### src/tss_pkg.sv
// shared types, constants and helpers for the triangle scanline span block
package tss_pkg;

    localparam int COORD_INT_BITS_DEF  = 12;
    localparam int COORD_FRAC_BITS_DEF = 4;

    localparam int ROW_W      = 12;
    localparam int OUT_W      = 12;
    localparam int OUT_MAX    = (1 << (OUT_W - 1)) - 1;
    localparam int OUT_MIN    = -(1 << (OUT_W - 1));
    localparam int OUT_TD_W   = ((3 * OUT_W + 7) / 8) * 8;
    localparam int OUT_TU_W   = 1;
    localparam int SAT_IN_W   = 32;

    typedef struct packed {
        logic signed [ROW_W-1:0] row;
        logic                    in_tri;
    } t_row_info;

    function automatic logic signed [OUT_W-1:0] sat_out(input logic signed [SAT_IN_W-1:0] v);
        logic signed [SAT_IN_W-1:0] hi;
        logic signed [SAT_IN_W-1:0] lo;
        hi = SAT_IN_W'(OUT_MAX);
        lo = SAT_IN_W'(OUT_MIN);
        if (v > hi) begin
            return hi[OUT_W-1:0];
        end else if (v < lo) begin
            return lo[OUT_W-1:0];
        end
        return v[OUT_W-1:0];
    endfunction

endpackage

### src/tss_sort.sv
// two-stage vertex sort by y with three strict-less compare-swaps
module tss_sort import tss_pkg::*; #(
    parameter int CW = 16
) (
    input  logic                    i_clk,
    input  logic                    i_rst_n,
    input  logic                    i_en,
    input  logic                    i_vld,
    input  logic signed [CW-1:0]    i_vx [3],
    input  logic signed [CW-1:0]    i_vy [3],
    input  logic signed [ROW_W-1:0] i_row,
    output logic                    o_vld,
    output logic signed [CW-1:0]    o_vx [3],
    output logic signed [CW-1:0]    o_vy [3],
    output logic signed [ROW_W-1:0] o_row
);

    logic                    r_a_vld;
    logic signed [CW-1:0]    r_ax [3];
    logic signed [CW-1:0]    r_ay [3];
    logic signed [ROW_W-1:0] r_a_row;
    logic signed [CW-1:0]    n_ax [3];
    logic signed [CW-1:0]    n_ay [3];

    logic                    r_b_vld;
    logic signed [CW-1:0]    r_bx [3];
    logic signed [CW-1:0]    r_by [3];
    logic signed [ROW_W-1:0] r_b_row;
    logic signed [CW-1:0]    n_bx [3];
    logic signed [CW-1:0]    n_by [3];

    // swaps of first with second, then first with third
    always_comb begin
        logic signed [CW-1:0] tx;
        logic signed [CW-1:0] ty;
        n_ax = i_vx;
        n_ay = i_vy;
        tx   = '0;
        ty   = '0;
        if (n_ay[1] < n_ay[0]) begin
            tx      = n_ax[0];
            ty      = n_ay[0];
            n_ax[0] = n_ax[1];
            n_ay[0] = n_ay[1];
            n_ax[1] = tx;
            n_ay[1] = ty;
        end
        if (n_ay[2] < n_ay[0]) begin
            tx      = n_ax[0];
            ty      = n_ay[0];
            n_ax[0] = n_ax[2];
            n_ay[0] = n_ay[2];
            n_ax[2] = tx;
            n_ay[2] = ty;
        end
    end

    // swap of second with third
    always_comb begin
        n_bx = r_ax;
        n_by = r_ay;
        if (r_ay[2] < r_ay[1]) begin
            n_bx[1] = r_ax[2];
            n_by[1] = r_ay[2];
            n_bx[2] = r_ax[1];
            n_by[2] = r_ay[1];
        end
    end

    always_ff @(posedge i_clk) begin
        if (!i_rst_n) begin
            r_a_vld <= 1'b0;
            r_b_vld <= 1'b0;
        end else if (i_en) begin
            r_a_vld <= i_vld;
            r_b_vld <= r_a_vld;
        end
    end

    always_ff @(posedge i_clk) begin
        if (i_en) begin
            r_ax    <= n_ax;
            r_ay    <= n_ay;
            r_a_row <= i_row;
            r_bx    <= n_bx;
            r_by    <= n_by;
            r_b_row <= r_a_row;
        end
    end

    assign o_vld = r_b_vld;
    assign o_vx  = r_bx;
    assign o_vy  = r_by;
    assign o_row = r_b_row;

endmodule

### config.mk
export PLATFORM = sky130hd
export DESIGN_NAME = tss_sort
export DESIGN_NICKNAME = d
export VERILOG_FILES = /design/src/tss_pkg.sv /design/src/tss_sort.sv
export SDC_FILE = /design/constraint.sdc
export NUM_CORES = 1
export LEC_CHECK = 0
export BUFFER_PORTS_ARGS = -buffer_cell sky130_fd_sc_hd__buf_2
export CAP_MARGIN = 20
export CORE_MARGIN = 2
export CORE_UTILIZATION = 27
export DETAILED_ROUTE_END_ITERATION = 6
export SLEW_MARGIN = 20
export SYNTH_ARGS = -nofsm -noshare
export SYNTH_HDL_FRONTEND = slang
export SYNTH_SLANG_ARGS = --single-unit
### constraint.sdc
create_clock -name i_clk -period 17.2 [get_ports i_clk]
set_input_delay 3.44 -clock i_clk [delete_from_list [all_inputs] [get_ports i_clk]]
set_output_delay 3.44 -clock i_clk [all_outputs]
set_load 0.02 [all_outputs]
# Word level (Yosys, flattened, before mapping)
# Cells that the tools add are included.
[classes] add_sub_neg=0 n_mul=0 div=0 n_lt_le_gt_ge=3 eq_ne=0 shifts=0 mux=8 bitwise_logic=0 n_reduce_logical=0
[op_table] cell="32-bit 2-to-1 mux" count=4
[op_table] cell="16-bit 2-to-1 mux" count=4
[op_table] cell="16-bit less-than comparator" count=3
[word_totals] reg_bits=218 latchBits=0 ramBits=0 rom_bits=0 inputBits=112 out_inout_bits=109 wordCells=27 memories=0

# Depth between registers and ports, before layout
[depth] word_depth=4 depth_mapped=20 mapped_depth_nobuf=16

# Worst setup path before layout
# No wires, ideal clock.
[synth_timing] path_kind="input-to-reg" start="in i_vy[47] in the netlist's numbering" end="reg r_ax[10] in the netlist's numbering (data pin)" setup_ps=267 arrival_time_ps=7539 required_time_ps=16933 path_slack_ps=9394 path_stages=20 n_path_buf=4 cell_sequence="inv_1 -> ha_1 -> nand4_1 -> or4_1 -> a221o_1 -> a31oi_1 -> buf_2 -> buf_2 -> mux2i_1 -> ha_1 -> a21o_1 -> a21o_1 -> a2111oi_0 -> o21ai_0 -> o31ai_1 -> a31oi_4 -> buf_4 -> buf_4 -> nand2_1 -> o21ai_0"
[synth_lines] item="from (decl)" line="tss_sort.sv:10" source="input logic signed [CW-1:0] i_vy [3],"
[synth_lines] item="to (signal assigned)" line="tss_sort.sv:82" source="r_ax <= n_ax;"
[synth_lines] item="to (decl)" line="tss_sort.sv:19" source="logic signed [CW-1:0] r_ax [3];"

==> results.cfg <==
[flow_run]
drv_cap = 0

[critical_path]
critical_path_class = in -> reg
end_kind = flip-flop
max_stage_delay_ns = 0.83
crit_top_cell = o21ai_0
crit_fanout = 80
worstPathCellList = buf_2 > inv_1 > ha_1 > nand4_1 > or4_1 > a221o_1 > a31oi_4 > buf_4 > mux2i_1 > ha_1 > o21ai_0 > o21ai_0 > o21ai_0 > a31oi_4 > buf_4 > o21ai_0
r2r_slack_ns = 13.88
arrival_ns = 9.31
cp_slowest_cell = a31oi_4
cp-start-kind = input pin
crit_required_ns = 17.45

[yosys]
synth_area_leader_cell = edfxtp_1
yosysSeqAreaShare_pct = 66.5
syn_nets = 836
synthTopCellsByArea = edfxtp_1 66%, mux2_2 9.1%, ha_1 5.7%, mux2i_1 3.3%, o21ai_0 2.9%
synth.top_cells.by_count = 216 x edfxtp_1, 79 x mux2_2, 57 x o21ai_0, 55 x nand2_1, 45 x ha_1
syn_inst = 679
avgSynthCellArea_sq_um = 14.4
synth_edf_count = 216
ys_ff_latch = 218
synth_area_sq_um = 9810
async_flop_share_pct = 0
synth-main-ff-cell = edfxtp_1
synth_cell_types = 40
yosysTopAreaCellShare_pct = 66.1
synth_most_common_cell = edfxtp_1
synth_warnings = 0

[global_route]
grt_pass1_wl_um = 35500
gr-total-overflow = 0
grtUsageMet1_pct = 16.0
use_met2_pct = 19.0
grt.busiest_layer = met2
antenna_found_initial = 14
grt_max_degree = 137
gr-usage-all-layers_pct = 12.3
grt_pass1_vias = 5986
grtUsageMet3_pct = 3.24

[power_and_ir_drop]
p_per_area_nw_per_um2 = 134
ir_drop_uv = 68.4
p_leak_nw = 5.00
power_mw = 1.65

[clock_tree]
root_buffer = clkbuf_16
cts_setup_buffers = 0
clkSlewWorstSetupHoldPaths_ns = 0.06
clockBufferDepth = 3
clk_latency_ns = 0.53
numCtsBuffers = 26
cts_resized = 0
cts_hold_buf = 0
cts_max_level = 1
clkSinkCount = 218
cts_tree = yes

[timing]
worst_slack_ns = 8.14
clock.fmax_mhz = 110
hold_ws_ns = 0.415
tns_ns = 0
grt_setup_unrepaired = no
period_minus_slack_ns = 9.06
relSlewSlack_pct = 27.7
tightest_slew_ns = 1.08
final_max_slew_viol_count = 0
finClkSkew_ns = 0.00977
hold_viol = 0
report.final.setup_viol = 0
min_period_over_period_pct = 52.7

[placement]
place_congestion = 0.868
portBuffers = 220
pre_cts_ws_ns = 7.56
place_hpwl_um = 16900
place_inst = 1336
dpl-instance-area_sq_um = 11400

[route]
drcViolationCount = 0
route.vias.total = 6131
drtIter0Drc = 358
ant_nets = 0
avgRoutedWirePerCell_um = 17.1
drt_first_pass_iters = 5
wl_um = 23900
vias_per_cell = 4.39

[cells_and_area]
postLayoutCoreUtil_pct = 34.4
syn2layout_area_growth_pct = 25.2
fin_area_sq_um = 12300
nets = 1060
final_cell_count_no_fill = 1395
drive_gt1_share_pct = 37.1

[floorplanning]
rows = 69
core_sq_um = 35700
die_y_um = 195
io_pins = 221
die_area_sq_um = 37900
die_w_um = 195
start_util_pct = 27.5

[status]
outcome = finished, final reports clean

[min_path]
hold_path.class = reg -> reg
-- per-layer routing --
layer	up-vias	wire [um]
li1	3020	-
met1	2905	10600
met2	160	11000
met3	44	1380
met4	2	857
met5	-	14
-- worst max-delay path: cells and delay by family --
family                   cells  cell delay, ns
adder cells (fa/ha/maj)      2            0.75
buffers and inverters        4            1.65
AND/OR/NAND/NOR              2            0.70
AO/OA/AOI/OAI                7            2.25
multiplexers                 1            0.39
-- placed cells by master (no fill, tap or decap), types with 5 or more instances in the layout --
| master | Yosys | final |
|---|---|---|
| o21ai_0 | 57 | 57 |
| a21oi_1 | 43 | 43 |
| diode_2 | 0 | 13 |
| nor2_1 | 34 | 34 |
| edfxtp_1 | 216 | 216 |
| inv_1 | 38 | 38 |
| clkinv_1 | 0 | 5 |
| mux2_2 | 79 | 79 |
| nor2b_1 | 5 | 5 |
| buf_2 | 18 | 219 |
| clkbuf_1 | 5 | 6 |
| nand4_1 | 6 | 6 |
| a21o_1 | 7 | 7 |
| nand2_1 | 55 | 55 |
| mux2i_1 | 32 | 32 |
| ha_1 | 45 | 45 |
| clkbuf_16 | 0 | 27 |
-- report_power, final --
part | switching (mW) | internal [mW]
combinational | 0.218 | 0.145
sequential | 0.0327 | 0.707
clock | 0.215 | 0.330
-- registers in the layout, summed over array words and instances (netlist names) --
| signal | flops |
|---|---|
| r_ay | 32 |
| o_vld | 1 |
| r_ax | 32 |
| r_a_row | 12 |
| o_row | 12 |
| n_by | 16 |
| n_bx | 16 |
| o_vx | 48 |
| o_vy | 48 |
| r_a_vld | 1 |
-- path summary, 6_finish.rpt --
check,from,to,depth (start not counted)
worst min-delay path,n_bx[45],o_vx[45],0
worst min register to register,n_bx[45],o_vx[45],0
worst max register to register,r_ay[1],o_vx[28],9
worst max-delay path,i_vy[46],r_ax[1],16
-- area by class of cell --
class | instances | area (sq um)
Timing Repair Buffer | 224 | 1140
Clock inverter | 13 | 139
Tap cell | 461 | 577
Antenna cell | 13 | 32.5
Inverter | 38 | 143
Multi-Input combinational cell | 395 | 3020
Sequential cell | 218 | 6530
Clock buffer | 33 | 698
Fill cell | 3535 | 23400
-- logic make-up (layout without fill, tap and decap cells) --
logic type / count (synthesis) / count (layout) / synth area share, %
buffers and inverters: 66 / 308 / 2.91
AO/OA/AOI/OAI: 125 / 125 / 7.30
multiplexers: 115 / 115 / 12.8
AND/OR/NAND/NOR: 110 / 110 / 4.71
adder cells (fa/ha/maj): 45 / 45 / 5.74
other: 0 / 13 / 0
flip-flops: 218 / 218 / 66.5
Note: power is estimated with default switching activity, not from simulation.
