File: config.mk
export PLATFORM = sky130hd
export DESIGN_NAME = tss_div
export DESIGN_NICKNAME = d
export VERILOG_FILES = /design/src/tss_pkg.sv /design/src/tss_div.sv
export SDC_FILE = /design/constraint.sdc
export NUM_CORES = 2
export LEC_CHECK = 0
export BUFFER_PORTS_ARGS = -buffer_cell sky130_fd_sc_hd__buf_4
export CAP_MARGIN = 15
export CELL_PAD_IN_SITES_DETAIL_PLACEMENT = 2
export CELL_PAD_IN_SITES_GLOBAL_PLACEMENT = 2
export CORE_MARGIN = 4
export CORE_UTILIZATION = 38
export DETAILED_ROUTE_END_ITERATION = 7
export PLACE_DENSITY_LB_ADDON = 0.12
export SLEW_MARGIN = 20
export SYNTH_ARGS = -nofsm -noshare
export SYNTH_HDL_FRONTEND = slang
export SYNTH_SLANG_ARGS = --single-unit
File: constraint.sdc
create_clock -name i_clk -period 4.2 [get_ports i_clk]
set_clock_uncertainty 0.2 [all_clocks]
set_input_delay 0.42 -clock i_clk [delete_from_list [all_inputs] [get_ports i_clk]]
set_output_delay 0.42 -clock i_clk [all_outputs]
set_load 0.01 [all_outputs]
File: src/tss_pkg.sv
// shared types, constants and helpers for the triangle scanline span block
package tss_pkg;

    localparam int COORD_INT_BITS_DEF  = 12;
    localparam int COORD_FRAC_BITS_DEF = 4;

    localparam int ROW_W      = 12;
    localparam int OUT_W      = 12;
    localparam int OUT_MAX    = (1 << (OUT_W - 1)) - 1;
    localparam int OUT_MIN    = -(1 << (OUT_W - 1));
    localparam int OUT_TD_W   = ((3 * OUT_W + 7) / 8) * 8;
    localparam int OUT_TU_W   = 1;
    localparam int SAT_IN_W   = 32;

    typedef struct packed {
        logic signed [ROW_W-1:0] row;
        logic                    in_tri;
    } t_row_info;

    function automatic logic signed [OUT_W-1:0] sat_out(input logic signed [SAT_IN_W-1:0] v);
        logic signed [SAT_IN_W-1:0] hi;
        logic signed [SAT_IN_W-1:0] lo;
        hi = SAT_IN_W'(OUT_MAX);
        lo = SAT_IN_W'(OUT_MIN);
        if (v > hi) begin
            return hi[OUT_W-1:0];
        end else if (v < lo) begin
            return lo[OUT_W-1:0];
        end
        return v[OUT_W-1:0];
    endfunction

endpackage

File: src/tss_div.sv
// two-lane pipelined restoring divider, one quotient bit per stage
module tss_div import tss_pkg::*; #(
    parameter int CW = 16
) (
    input  logic                 i_clk,
    input  logic                 i_rst_n,
    input  logic                 i_en,
    input  logic                 i_vld,
    input  t_row_info            i_info,
    input  logic signed [CW-1:0] i_ax [2],
    input  logic                 i_neg [2],
    input  logic [CW-1:0]        i_dy [2],
    input  logic [2*CW-1:0]      i_m [2],
    output logic                 o_vld,
    output t_row_info            o_info,
    output logic signed [CW-1:0] o_ax [2],
    output logic                 o_neg [2],
    output logic [CW-1:0]        o_q [2],
    output logic                 o_rnz [2]
);

    logic                 r_vld  [CW];
    t_row_info            r_info [CW];
    logic signed [CW-1:0] r_ax   [CW][2];
    logic                 r_neg  [CW][2];
    logic [CW-1:0]        r_dy   [CW][2];
    logic [CW-1:0]        r_rem  [CW][2];
    logic [CW-1:0]        r_lo   [CW][2];

    for (genvar s = 0; s < CW; s++) begin : g_stage
        logic                 w_vld_in;
        t_row_info            w_info_in;
        logic signed [CW-1:0] w_ax_in  [2];
        logic                 w_neg_in [2];
        logic [CW-1:0]        w_dy_in  [2];
        logic [CW-1:0]        w_rem_in [2];
        logic [CW-1:0]        w_lo_in  [2];
        logic [CW-1:0]        n_rem    [2];
        logic [CW-1:0]        n_lo     [2];

        if (s == 0) begin : g_src_first
            always_comb begin
                w_vld_in  = i_vld;
                w_info_in = i_info;
                w_ax_in   = i_ax;
                w_neg_in  = i_neg;
                w_dy_in   = i_dy;
                for (int l = 0; l < 2; l++) begin
                    w_rem_in[l] = i_m[l][2*CW-1:CW];
                    w_lo_in[l]  = i_m[l][CW-1:0];
                end
            end
        end else begin : g_src_prev
            always_comb begin
                w_vld_in  = r_vld[s-1];
                w_info_in = r_info[s-1];
                w_ax_in   = r_ax[s-1];
                w_neg_in  = r_neg[s-1];
                w_dy_in   = r_dy[s-1];
                w_rem_in  = r_rem[s-1];
                w_lo_in   = r_lo[s-1];
            end
        end

        // shift in the next dividend bit, subtract when it fits
        always_comb begin
            logic [CW:0] sh;
            logic [CW:0] df;
            logic        ge;
            for (int l = 0; l < 2; l++) begin
                sh       = {w_rem_in[l], w_lo_in[l][CW-1]};
                df       = sh - {1'b0, w_dy_in[l]};
                ge       = (sh >= {1'b0, w_dy_in[l]});
                n_rem[l] = ge ? df[CW-1:0] : sh[CW-1:0];
                n_lo[l]  = {w_lo_in[l][CW-2:0], ge};
            end
        end

        always_ff @(posedge i_clk) begin
            if (!i_rst_n) begin
                r_vld[s] <= 1'b0;
            end else if (i_en) begin
                r_vld[s] <= w_vld_in;
            end
        end

        always_ff @(posedge i_clk) begin
            if (i_en) begin
                r_info[s] <= w_info_in;
                r_ax[s]   <= w_ax_in;
                r_neg[s]  <= w_neg_in;
                r_dy[s]   <= w_dy_in;
                r_rem[s]  <= n_rem;
                r_lo[s]   <= n_lo;
            end
        end
    end

    assign o_vld  = r_vld[CW-1];
    assign o_info = r_info[CW-1];
    assign o_ax   = r_ax[CW-1];
    assign o_neg  = r_neg[CW-1];
    assign o_q    = r_lo[CW-1];

    always_comb begin
        for (int l = 0; l < 2; l++) begin
            o_rnz[l] = |r_rem[CW-1][l];
        end
    end

endmodule

### Word-level counts from Yosys, hierarchy flattened

Memories as Yosys holds them, arrays and structs flattened.
Index checks and enable logic that the tools add are counted.

| storage, ports and cells | value |
|---|---|
| bits in registers | 0 |
| memories kept | 7 |
| output and inout port bits | 82 |
| bits of input ports | 147 |
| memory bits (writable) | 2304 |

Memories:

| name | words | bits a word | read ports | clocked after Yosys merged registers in | write ports | RTL line | source |
|---|---|---|---|---|---|---|---|
| r_ax | 16 | 32 | 16 | 0 | 16 | tss_div.sv:24 | `logic signed [CW-1:0] r_ax [CW][2];` |
| r_dy | 16 | 32 | 15 | 0 | 16 | tss_div.sv:26 | `logic [CW-1:0] r_dy [CW][2];` |
| r_lo | 16 | 32 | 16 | 0 | 16 | tss_div.sv:28 | `logic [CW-1:0] r_lo [CW][2];` |
| r_rem | 16 | 32 | 16 | 0 | 16 | tss_div.sv:27 | `logic [CW-1:0] r_rem [CW][2];` |
| r_info | 16 | 13 | 16 | 0 | 16 | tss_div.sv:23 | `t_row_info r_info [CW];` |
| r_neg | 16 | 2 | 16 | 0 | 16 | tss_div.sv:25 | `logic r_neg [CW][2];` |
| 1 more memories | n/a | n/a | n/a | n/a | n/a | n/a |  |

| cells by class | value |
|---|---|
| add/subtract/negate cells | 32 |
| reduce and logical (&&, ||, !) cells | 2 |
| bitwise operators | 16 |
| multiplexer cells | 53 |
| $lt $le $gt $ge | 32 |

Operators by type and width:

| kind | count |
|---|---|
| $ge A17 B16 Y1 | 32 |
| $mux W16 | 32 |
| $sub A16 B16 Y16 | 32 |
| $reduce_or A16 Y1 | 2 |
| $mux W1 | 21 |
| $or A1 B1 Y1 | 16 |

### Depth between registers and ports, before layout

| logic depth | value |
|---|---|
| depth after elaboration | 4 |
| depth in mapped cells | 12 |
| mapped depth without buffers | 11 |

### Worst setup path after synthesis

Ideal clock, no wire load.

| timing | value |
|---|---|
| path kind | reg-to-reg |
| start point | memory r_dy[1][145] (netlist bit) |
| end point | memory r_rem[1][184] (netlist bit) (data pin) |
| setup slack | 1.031 ns |
| stages on the path, launching flop included | 12 |
| library setup time | 0.262 ns |
| path buffers | 1 |
| period minus slack after synthesis | 3.169 ns |
| arrival time | 2.707 ns |
| cell sequence | edfxtp_1 -> inv_1 -> ha_1 -> nor2b_1 -> o31a_1 -> o31ai_2 -> a31oi_1 -> a31oi_2 -> nand2_2 -> a211oi_4 -> buf_6 -> mux2_1 |

RTL lines:

| element | RTL line |
|---|---|
| from (decl) | tss_div.sv:26 |
| to (decl) | tss_div.sv:27 |

==> metrics <==
run status=complete, no violations; top cells by count, synth=edfxtp_1 (2271), inv_1 (651), ha_1 (512), nor2_1 (340), mux2_2 (320); Total Neg Setup Slack=0 ns; area taken by multi-input logic gates=28440 um2; Wirelength per Cell=~20 um; FFs w/ async S/R, synth=0; Crit. Startpoint=i_dy[2]; total of buffers placed on input and output ports=approximately 230; Net Count, Synth=roughly 7300; number of fill cells=~25000; final non-filler cell total=between 10000 and 15000; worst hold path type=primary input to flop; Max clock buf depth=4; register bit total from synthesis=2272; core box area=between 200000 and 300000 um2; upper clock frequency limit=260.2 MHz; Min-Delay Path Depth=2; RSZ-0062 raised after global routing=no; post-synthesis average cell area=around 15 um2; leading cell type by number of instances after synthesis=edfxtp_1; final routed DRC violation total=0; routed via count divided by cell count=~5.0; slowest library cell on the worst path=a211oi_1; maximum number of pins on one net before global-route repair=132; clock latency on the worst-skew pair=0.91 ns; cells after synthesis=about 6600; Cell Pwr Density=694.4 nW/um2; worst hold endpoint=r_info[0][9]$_DFFE_PP_; cell type contributing the most total cell area after synthesis=edfxtp_1; Post-Route Hold Slack=0.06011 ns; required time reported for the critical path endpoint=approximately 4.7 ns; type of destination of the critical path=flop; number of gates resized after CTS=0; critical path data arrival time=4.29 ns; cells traversed along the worst timing path=dlygate4sd3_1 > buf_4 > inv_1 > ha_1 > o21a_1 > o31ai_1 > a211oi_1 > o211ai_1 > a21oi_1 > o21ai_0 > nand2_1 > buf_4 > mux2_2 > dlygate4sd3_1; area taken by flip-flops and latches=68220 um2; antenna-violating nets left=0; final hold violation count=0; Period Utilization, post-route=0.9149; Primary FF master, synth=edfxtp_1; wirelength, routed=225700 um; part of the Yosys area used for sequential elements=0.6860; CP Class=primary input to flop; first-iteration detailed-routing DRC count=~2600; NumNets Final=around 8000; CTS H-Tree Depth=5; Layout Utilization=0.4517; detailed-routing iteration count for the pre-antenna-repair pass=5; total power after layout=81.52 mW; warnings from Yosys=0; aggregate global routing overflow=0; largest incremental delay on the critical path=0.59 ns; number of antenna violations at the first check in global routing=3; weighted congestion at the end of routability-driven global placement=0.8681; wire length of the first global-routing pass=roughly 360000 um; # IOs=229; total clock buffers created by CTS=280; peak supply drop=0.4297 mV; number of enable-type register cells in the synthesized netlist=2271; post-layout instance area=117400 um2; critical register-to-register path startpoint=r_dy[0][65]$_DFFE_PP_; clock transition at the registers of the reported paths=0.06 ns; dpl ws=0.1616 ns; width of the die=519.5 um; setup slack of the critical path after layout=0.3575 ns; final setup vio count=0; total number of vias=55340; Root Driver=clkbuf_16; Synth area leaders=edfxtp_1 (69%), ha_1 (6.4%), mux2_2 (3.6%); die area=269900 um2; CTS Sinks=2272; static leakage=~45 nW; synth unique cells=95; headroom to the max-slew limit=0.2870; Critical R2R Capture=r_rem[0][110]$_DFFE_PP_; Placed Instances=10400; CTS tree=built; Die Ht=519.5 um; initial cell density of the core=0.3825; share of post-route cells with drive strength above 1=0.1431; area growth from synthesis to final layout=18.08%; Max-Cap Viols=0; measured slew at the worst slew-check pin=1.066 ns; start point of the worst min-delay path=i_info[9]; startpoint class of the critical path=primary input; largest driver fanout on the critical path=17; standard-cell row count=187; worst reg-to-reg setup slack=approximately 0.38 ns; half-perimeter wire length of the detailed placement result=160100 um; Final Max Slew Viols=0; post-placement cell area=106300 um2; Global Route Usage Sum=0.1664; Final min period=about 3.8 ns; area share of the largest cell type after synthesis=0.6858; Synth Cell Area=99430 um2; length in cells of the worst reg-to-reg path=10; number of global-route vias before repair=62790
[cell type report]
type                    instances  area share
flip-flops and latches       2272      0.5810
multi-input cells            3649      0.2422
clock buffers                 361     0.06299
repair buffers                585     0.04648
well taps                    3496     0.03726
inverters                     652     0.02084
clock inverters               107    0.009101
diodes                          4  0.00008525
[power breakdown]
group          leakage (nW)  internal, mW  switching (mW)  total [mW]
logic                  18.7          12.4            14.0        26.4
registers              22.2          30.5            2.08        32.6
clock network          4.12          13.6            8.93        22.5
total                  45.0          56.5            25.0        81.5
[flip-flops by register name (all words and copies together), names as in the netlist]
name	flops
r_ax	512
r_rem	512
r_lo	512
r_neg	32
r_info	208
r_vld	16
r_dy	480
[what timing repair did]
action | CTS | global route
hold buffers | 258 | 0
setup endpoints to repair | 0 | 0
endpoints found under the hold margin | 210 | 0
setup buffers | 0 | 0
[logic make-up after synthesis]
logic type,synth area share
XOR/XNOR,0.03241
buffers and inverters,0.02805
AND/OR/NAND/NOR,0.05788
flip-flops,0.6860
AO/OA/AOI/OAI,0.07546
multiplexers,0.04928
adder cells (fa/ha/maj),0.07087
[layout by cell type (no fill, tap or decap), drive strengths merged, types with 12 or more instances in the layout]
cell and count:
a221oi 12, nor2 340, fa 32, o211ai 25, o21ai 264, a2111oi 15, a21o 134, inv 660
mux2 366, nand2 233, o31a 25, ha 512, buf 327, nand3b 13, clkinv 75, a21oi 272
o31ai 26, nor3 109, edfxtp 2271, a31oi 56, clkbuf 361, o21bai 42, o41ai 14, nor4 36
xnor2 268, a21boi 19, or2 23, a211oi 44, mux2i 71, nand2b 56, bufinv 20, o21a 81
nand4 80, dlygate4sd3 258, o311ai 20, or3 29, xor2 100, nor2b 95, and3 44, nand3 85
[worst max path at each step]
stage	endpoint	slack [ns]	cells after the start
after floorplan	r_rem[1][184]$_DFFE_PP_	1.03	11
after global placement	r_rem[0][101]$_DFFE_PP_	0.30	10
after detailed placement	r_rem[0][110]$_DFFE_PP_	0.16	10
after CTS	r_rem[0][110]$_DFFE_PP_	0.12	10
after global routing	r_rem[0][110]$_DFFE_PP_	0.18	10
final	r_rem[0][11]$_DFFE_PP_	0.36	14
[worst max-delay path, delay by kind of cell]
| kind | cells | cell delay [ns] |
|---|---|---|
| buffers and inverters | 5 | 1.52 |
| AND/OR/NAND/NOR | 1 | 0.10 |
| multiplexers | 1 | 0.38 |
| AO/OA/AOI/OAI | 6 | 1.41 |
| adder cells (fa/ha/maj) | 1 | 0.43 |
[per-layer routing]
metal	global-route usage	wire (um)	up-vias
met5	0	0	-
met1	0.1851	88020	27590
met2	0.3176	122600	735
met4	0.06734	9552	0
met3	0.02251	5563	490
li1	-	-	26520
Note: power is estimated with default switching activity, not from simulation.
