File: config.mk
export PLATFORM = sky130hd
export DESIGN_NAME = tss_edge
export DESIGN_NICKNAME = d
export VERILOG_FILES = /design/src/tss_pkg.sv /design/src/tss_edge.sv
export SDC_FILE = /design/constraint.sdc
export NUM_CORES = 2
export LEC_CHECK = 0
export BUFFER_PORTS_ARGS = -buffer_cell sky130_fd_sc_hd__buf_2
export CORE_MARGIN = 1.5
export CORE_UTILIZATION = 25
export CTS_CLUSTER_SIZE = 40
export DETAILED_ROUTE_END_ITERATION = 8
export GPL_TIMING_DRIVEN = 0
export PLACE_DENSITY = 0.37
export SETUP_SLACK_MARGIN = 0.5
export SLEW_MARGIN = 10
export SYNTH_ARGS = -nofsm -noshare
export SYNTH_HDL_FRONTEND = slang
export SYNTH_SLANG_ARGS = --single-unit
File: constraint.sdc
create_clock -name i_clk -period 24.2 [get_ports i_clk]
set_input_delay 7.26 -clock i_clk [delete_from_list [all_inputs] [get_ports i_clk]]
set_output_delay 7.26 -clock i_clk [all_outputs]
set_load 0.1 [all_outputs]
File: src/tss_pkg.sv
// shared types, constants and helpers for the triangle scanline span block
package tss_pkg;

    localparam int COORD_INT_BITS_DEF  = 12;
    localparam int COORD_FRAC_BITS_DEF = 4;

    localparam int ROW_W      = 12;
    localparam int OUT_W      = 12;
    localparam int OUT_MAX    = (1 << (OUT_W - 1)) - 1;
    localparam int OUT_MIN    = -(1 << (OUT_W - 1));
    localparam int OUT_TD_W   = ((3 * OUT_W + 7) / 8) * 8;
    localparam int OUT_TU_W   = 1;
    localparam int SAT_IN_W   = 32;

    typedef struct packed {
        logic signed [ROW_W-1:0] row;
        logic                    in_tri;
    } t_row_info;

    function automatic logic signed [OUT_W-1:0] sat_out(input logic signed [SAT_IN_W-1:0] v);
        logic signed [SAT_IN_W-1:0] hi;
        logic signed [SAT_IN_W-1:0] lo;
        hi = SAT_IN_W'(OUT_MAX);
        lo = SAT_IN_W'(OUT_MIN);
        if (v > hi) begin
            return hi[OUT_W-1:0];
        end else if (v < lo) begin
            return lo[OUT_W-1:0];
        end
        return v[OUT_W-1:0];
    endfunction

endpackage

File: src/tss_edge.sv
// row range test, edge selection and numerator product for both edges
module tss_edge import tss_pkg::*; #(
    parameter int CW   = 16,
    parameter int FRAC = 4
) (
    input  logic                    i_clk,
    input  logic                    i_rst_n,
    input  logic                    i_en,
    input  logic                    i_vld,
    input  logic signed [CW-1:0]    i_vx [3],
    input  logic signed [CW-1:0]    i_vy [3],
    input  logic signed [ROW_W-1:0] i_row,
    output logic                    o_vld,
    output t_row_info               o_info,
    output logic signed [CW-1:0]    o_ax [2],
    output logic                    o_neg [2],
    output logic [CW-1:0]           o_dy [2],
    output logic [2*CW-1:0]         o_m [2]
);

    localparam int YW = ((CW > ROW_W + FRAC) ? CW : ROW_W + FRAC) + 1;

    t_row_info            n_info;
    logic signed [CW-1:0] n_ax  [2];
    logic                 n_neg [2];
    logic [CW-1:0]        n_mag [2];
    logic [CW-1:0]        n_dy  [2];
    logic [CW-1:0]        n_t   [2];

    logic                 r_a_vld;
    t_row_info            r_a_info;
    logic signed [CW-1:0] r_a_ax  [2];
    logic                 r_a_neg [2];
    logic [CW-1:0]        r_a_mag [2];
    logic [CW-1:0]        r_a_dy  [2];
    logic [CW-1:0]        r_a_t   [2];

    logic                 r_b_vld;
    t_row_info            r_b_info;
    logic signed [CW-1:0] r_b_ax  [2];
    logic                 r_b_neg [2];
    logic [CW-1:0]        r_b_dy  [2];
    logic [2*CW-1:0]      r_b_m   [2];

    always_comb begin
        logic signed [YW-1:0] yy;
        logic signed [YW-1:0] tw;
        logic signed [CW:0]   dx;
        logic signed [CW:0]   dyw;
        logic signed [CW:0]   adx;
        logic                 second;
        logic                 degen;
        logic [1:0]           ia;
        logic [1:0]           ib;
        yy          = YW'(i_row);
        yy          = yy <<< FRAC;
        n_info.row  = i_row;
        n_info.in_tri = (yy >= YW'(i_vy[0])) && (yy <= YW'(i_vy[2]));
        second      = (yy > YW'(i_vy[1])) || (i_vy[1] == i_vy[0]);
        for (int l = 0; l < 2; l++) begin
            if (l == 0) begin
                ia = 2'd0;
                ib = 2'd2;
            end else if (second) begin
                ia = 2'd1;
                ib = 2'd2;
            end else begin
                ia = 2'd0;
                ib = 2'd1;
            end
            dx    = (CW+1)'(i_vx[ib]) - (CW+1)'(i_vx[ia]);
            dyw   = (CW+1)'(i_vy[ib]) - (CW+1)'(i_vy[ia]);
            tw    = yy - YW'(i_vy[ia]);
            degen = (dyw == '0);
            adx   = dx[CW] ? -dx : dx;
            n_ax[l]  = i_vx[ia];
            n_neg[l] = !degen && dx[CW];
            n_mag[l] = degen ? '0 : adx[CW-1:0];
            n_dy[l]  = degen ? CW'(1) : dyw[CW-1:0];
            n_t[l]   = degen ? '0 : tw[CW-1:0];
        end
    end

    always_ff @(posedge i_clk) begin
        if (!i_rst_n) begin
            r_a_vld <= 1'b0;
            r_b_vld <= 1'b0;
        end else if (i_en) begin
            r_a_vld <= i_vld;
            r_b_vld <= r_a_vld;
        end
    end

    always_ff @(posedge i_clk) begin
        if (i_en) begin
            r_a_info <= n_info;
            r_a_ax   <= n_ax;
            r_a_neg  <= n_neg;
            r_a_mag  <= n_mag;
            r_a_dy   <= n_dy;
            r_a_t    <= n_t;
            r_b_info <= r_a_info;
            r_b_ax   <= r_a_ax;
            r_b_neg  <= r_a_neg;
            r_b_dy   <= r_a_dy;
            for (int l = 0; l < 2; l++) begin
                r_b_m[l] <= r_a_mag[l] * r_a_t[l];
            end
        end
    end

    assign o_vld  = r_b_vld;
    assign o_info = r_b_info;
    assign o_ax   = r_b_ax;
    assign o_neg  = r_b_neg;
    assign o_dy   = r_b_dy;
    assign o_m    = r_b_m;

endmodule

### After elaboration in Yosys (flattened, before gate mapping)

Index checks and enable logic that the tools add are counted.

| word-level totals | value |
|---|---|
| register bits | 288 |
| latch bits | 0 |
| RAM bits | 0 |
| memory bits (read-only) | 0 |
| input bits | 112 |
| output and inout port bits | 144 |
| memories kept | 0 |

| operators by class | value |
|---|---|
| $add $sub $neg | 8 |
| multipliers | 2 |
| div/mod/pow operators | 0 |
| $lt $le $gt $ge | 5 |
| equal/unequal tests | 1 |
| shifts and indexed selects | 0 |
| multiplexer cells | 16 |
| bitwise operators | 2 |
| reductions and logical operators | 8 |

Operator list:

| operator | number |
|---|---|
| 2-to-1 mux 16 bit | 10 |
| binary-select mux 16 bit (select 2 bit) | 4 |
| subtractor 16 x 16 -> 17 bit | 4 |
| multiplier 16 x 16 -> 32 bit | 2 |
| zero test 17 bit | 2 |
| negator 16 bit | 2 |
| subtractor 16 bit | 2 |
| equality test 16 bit | 1 |
| >= comparator 16 bit | 1 |
| > comparator 16 bit | 1 |
| less-or-equal comparator 16 bit | 1 |
| >= comparator 3 bit (second input constant) | 2 |
| logical AND 1 bit | 3 |
| NOT 1 -> 3 bit | 1 |
| NOT 2 -> 3 bit | 1 |
| zero test 1 bit | 2 |
| 2-to-1 mux 2 bit | 1 |
| logical OR 1 bit | 1 |
| 2-to-1 mux 1 bit | 1 |

### Depth between registers and ports, before layout

| depth | value |
|---|---|
| depth after elaboration | 11 |
| depth in mapped cells | 26 |
| depth with buffers taken out | 25 |

### Least setup slack after synthesis

No wires, ideal clock.

| timing | value |
|---|---|
| path kind | input port to flip-flop |
| start point | in i_vy[30] (netlist name) |
| end point | reg r_a_t[7] (netlist name) (data pin) |
| library setup time | 267 ps |
| arrival time | 12,282 ps |
| slack | 11,651 ps |
| stages | 26 |
| path buffers | 4 |
| cells stage by stage | inv_1 -> ha_1 -> and3_1 -> and3_1 -> a22o_2 -> a21o_2 -> nand2_4 -> buf_1 -> clkbuf_1 -> nor2_1 -> a21oi_1 -> ha_1 -> clkbuf_1 -> a21o_1 -> a21o_1 -> a21oi_1 -> o21a_1 -> o21ai_0 -> nor2_1 -> o311ai_1 -> a21o_1 -> a21o_1 -> or3_1 -> a2111oi_4 -> buf_6 -> nor3_2 |

| between the ends | value |
|---|---|
| cells in the longest elaborated chain, start to end | 9 |

Ends and longest elaborated chain:

| item | line | text |
|---|---|---|
| start, declared | tss_edge.sv:11 | `input logic signed [CW-1:0] i_vy [3],` |
| > comparator 16 bit / equality test 16 bit (equally long branches) | tss_edge.sv:59 | `second = (yy > YW'(i_vy[1])) \|\| (i_vy[1] == i_vy[0]);` |
| logical OR 1 bit | tss_edge.sv:59 |  |
| 2-to-1 mux 2 bit / 2-to-1 mux 1 bit (equally long branches) | tss_edge.sv:64 | `end else if (second) begin` |
| NOT 2 -> 3 bit (implied by the code) / NOT 1 -> 3 bit (equally long branches) | tss_edge.sv:72, tss_edge.sv:73 |  |
| binary-select mux 16 bit (select 2 bit) (on tied branches) | tss_edge.sv:72, tss_edge.sv:73 |  |
| 2-to-1 mux 16 bit (on tied branches) (2 in a row) | tss_edge.sv:72, tss_edge.sv:73 |  |
| subtractor 16 x 16 -> 17 bit | tss_edge.sv:72 | `dyw = (CW+1)'(i_vy[ib]) - (CW+1)'(i_vy[ia]);` |
| zero test 17 bit | tss_edge.sv:74 | `degen = (dyw == '0);` |
| end signal, assigned | tss_edge.sv:101 | `r_a_t <= n_t;` |
| end, declared | tss_edge.sv:36 | `logic [CW-1:0] r_a_t [2];` |

Parallel ways exist; a longest one is shown, timed or not. The select of a mux whose other input is x is not followed.
A chain may end at the register's enable or synchronous reset.

==> results.md <==
* Io pins at 256
* GRT busiest layer: met2
* RSZ-0062 raised after global routing: false
* # setup viols final at 0
* H-tree levels at 2
* CTS resizes at 0
* Layout Cells excl Fill at 5216
* Hold Path End: o_dy[15]
* Final Critical Period at 13.70 ns
* Number of distinct library cells after synthesis at 84
* Tcrit/Tclk final at 0.566
* Worst slew pin tran at around 1.2 ns
* Final WL at 103000 µm
* Fraction of layout cells with a size suffix above 1 at 0.110
* Largest net degree at the start of global routing at 97
* Met3 usage at 0.0300
* Crit path required time at 24.50 ns
* Post-Synthesis Net Count at slightly above 4000
* PortBufs at around 260
* Wire per inst at a little under 20 µm
* Met1 usage at 0.231
* Antenna Nets Post-Route at 0
* Final Wtd Congestion at approximately 0.87
* Fin. max-slew vios at 0
* First-pass GRT wire length at 157000 µm
* Outcome: finished, final reports clean
* Most frequent cells in the layout: inv_1, fa_1, nand2_1
* Max-slew headroom at 0.195
* Iteration-0 DRC Markers at 1323
* Worst Path Arrival at 14.00 ns
* CTS Hold Bufs at 0
* Clk pin slew, worst setup/hold paths at roughly 0.08 ns
* Reg2Reg Capture Point: o_m[30]
* GR Util met2 at 0.246
* Clock buffer depth at 3
* EDFF count, synth at 286
* Register area share after synthesis at 0.270
* Core box area at approximately 130000 µm²
* Worst Hold Depth at 0
* Post-CTS Setup Inserts at 0
* Final Hold Slack at 0.410 ns
* Worst Hold Launch: r_a_dy[15]
* TritonCTS Buffers at 42
* 1st-pass router iterations at 5
* Post-synthesis cell count at around 3200
* FF-to-FF Start: r_a_mag[15]
* Rows at 131
* Synthesized flop and latch total at 288
* Syn_area_per_cell at 9.95 µm²
* Final net count at 4343
* Starting Density at 0.251
* Global route overflow at 0
* Crit Path Class: primary input to flop
* Max_cap viols at 0
* DIE WIDTH at 361 µm
* Post-DP HPWL at between 80000 and 90000 µm
* All-Layer GR Usage at 0.161
* Initial antenna violation count at 21
* Worst-Skew Late Latency at just over 0.6 ns
* R2R depth at 24
* Startpoint types: primary input
* Via count of the first global-routing pass at between 20000 and 25000
* Count of clock tree sinks at 288
* Drc violations at 0
* Mapped Area at ~32000 µm²
* DP Worst Slack at roughly 9.9 ns
* Async set-reset flop share out of synthesis at 0
* Most common cell after layout, fill and taps aside: inv_1
* Final worst slack at about 11 ns
* Fin Setup TNS at 0 ns
* R2R setup slack at around 16 ns
* Vias per inst at 4.49
* Die Area at roughly 130000 µm²
* Critical-path maximum fanout at 10
* Fin. Hold Viols at 0
* Synth Warn # at 0
* Min-Delay Path Class: flop to flop
* Via count at 23400
* Clk Tree Root Cell: clkbuf_16
* Die height at between 300 and 400 µm
* Placed Cells at just over 5000
* Fmax at about 73 MHz
* Crit path capture type: flop
* TritonCTS clock tree: yes
* Clk_skew at 0.0304 ns
* Area added between synthesis and finish at 15.1%
* Dominant synthesized flop cell: edfxtp_1
## per-stage QoR
| stage | area (µm²) | utilization |
|---|---|---|
| after global routing | 36800 | 0.289 |
| after detailed placement | 35400 | 0.278 |
| after CTS | 36800 | 0.289 |
| final | 36800 | 0.289 |
| after global placement | 35400 | 0.278 |
| after floorplan | 32000 | - |
## critical path, cell delays in order
cell,delay [ns]
buf_2,0.29
ha_1,0.31
and3_1,0.19
and3_1,0.21
a22o_2,0.25
a21o_2,0.24
nand2_4,0.16
buf_1,0.74
clkbuf_1,0.45
nor2_1,0.08
a21oi_1,0.24
ha_1,0.28
clkbuf_1,0.23
a21o_1,0.28
a21o_1,0.18
a21oi_1,0.23
o21a_1,0.16
o21ai_0,0.13
nor2_1,0.13
o311ai_1,0.12
a21o_1,0.20
a21o_1,0.20
or3_1,0.36
a2111oi_4,0.72
buf_6,0.24
nor2_1,0.12
## state kept, by name, summed over array words and instances (netlist names), 2 cells and up
register / count
r_a_mag: 32
o_info: 13
o_dy: 32
o_m: 64
o_neg: 2
r_a_neg: 2
o_ax: 32
r_a_ax: 32
r_a_info: 13
r_a_t: 32
r_a_dy: 32
## cell type report
type	count	area, µm²
diodes	5	12.5
plain buffers	87	349
clock buffers	53	1120
clock inverters	22	255
fillers	13600	90500
inverters	580	2180
multi-input cells	2261	20800
flip-flops and latches	288	8630
well taps	1662	2080
repair buffers	258	1370
## cells in the mapped netlist (all sizes together) (22+ instances only)
master	number	area, µm²
inv	580	2180
fa	391	7830
nand2	374	1410
ha	322	4030
edfxtp	286	8590
and2	239	1500
nor2	178	716
a21oi	136	692
xnor2	109	955
clkbuf	80	300
o21ai	68	340
xor2	55	482
a21o	42	317
nor3	36	185
nand2b	25	156
nor2b	22	138
## cell families (layout without fill, tap and decap cells)
family	after synthesis	after routing	synth area share
other	0	5	0
adder cells (fa/ha/maj)	713	713	0.371
AO/OA/AOI/OAI	391	391	0.0800
AND/OR/NAND/NOR	972	972	0.149
buffers and inverters	667	1000	0.0789
multiplexers	21	21	0.00723
flip-flops	288	288	0.270
XOR/XNOR	164	164	0.0449
## metal layers
| layer | routed length [µm] | part of all wire | vias to the layer above |
|---|---|---|---|
| met5 | 158 | 0.0015 | - |
| met4 | 2290 | 0.022 | 26 |
| met3 | 6430 | 0.063 | 134 |
| met2 | 44500 | 0.43 | 560 |
| met1 | 49300 | 0.48 | 11700 |
| li1 | - | - | 11000 |
## how the worst max path moves through the flow
stage	cells after the start	startpoint	endpoint
detailed placement	24	i_row[10]	r_a_neg[0]
global placement	26	i_row[10]	r_a_neg[0]
finish	26	i_row[10]	r_a_neg[0]
floorplan	26	i_vy[30]	r_a_t[7]
global route	24	i_row[10]	r_a_neg[0]
CTS	24	i_row[10]	r_a_neg[0]
Power is not shown: default switching activity piles up to over one toggle a cycle in this logic, so the estimate is an artifact.
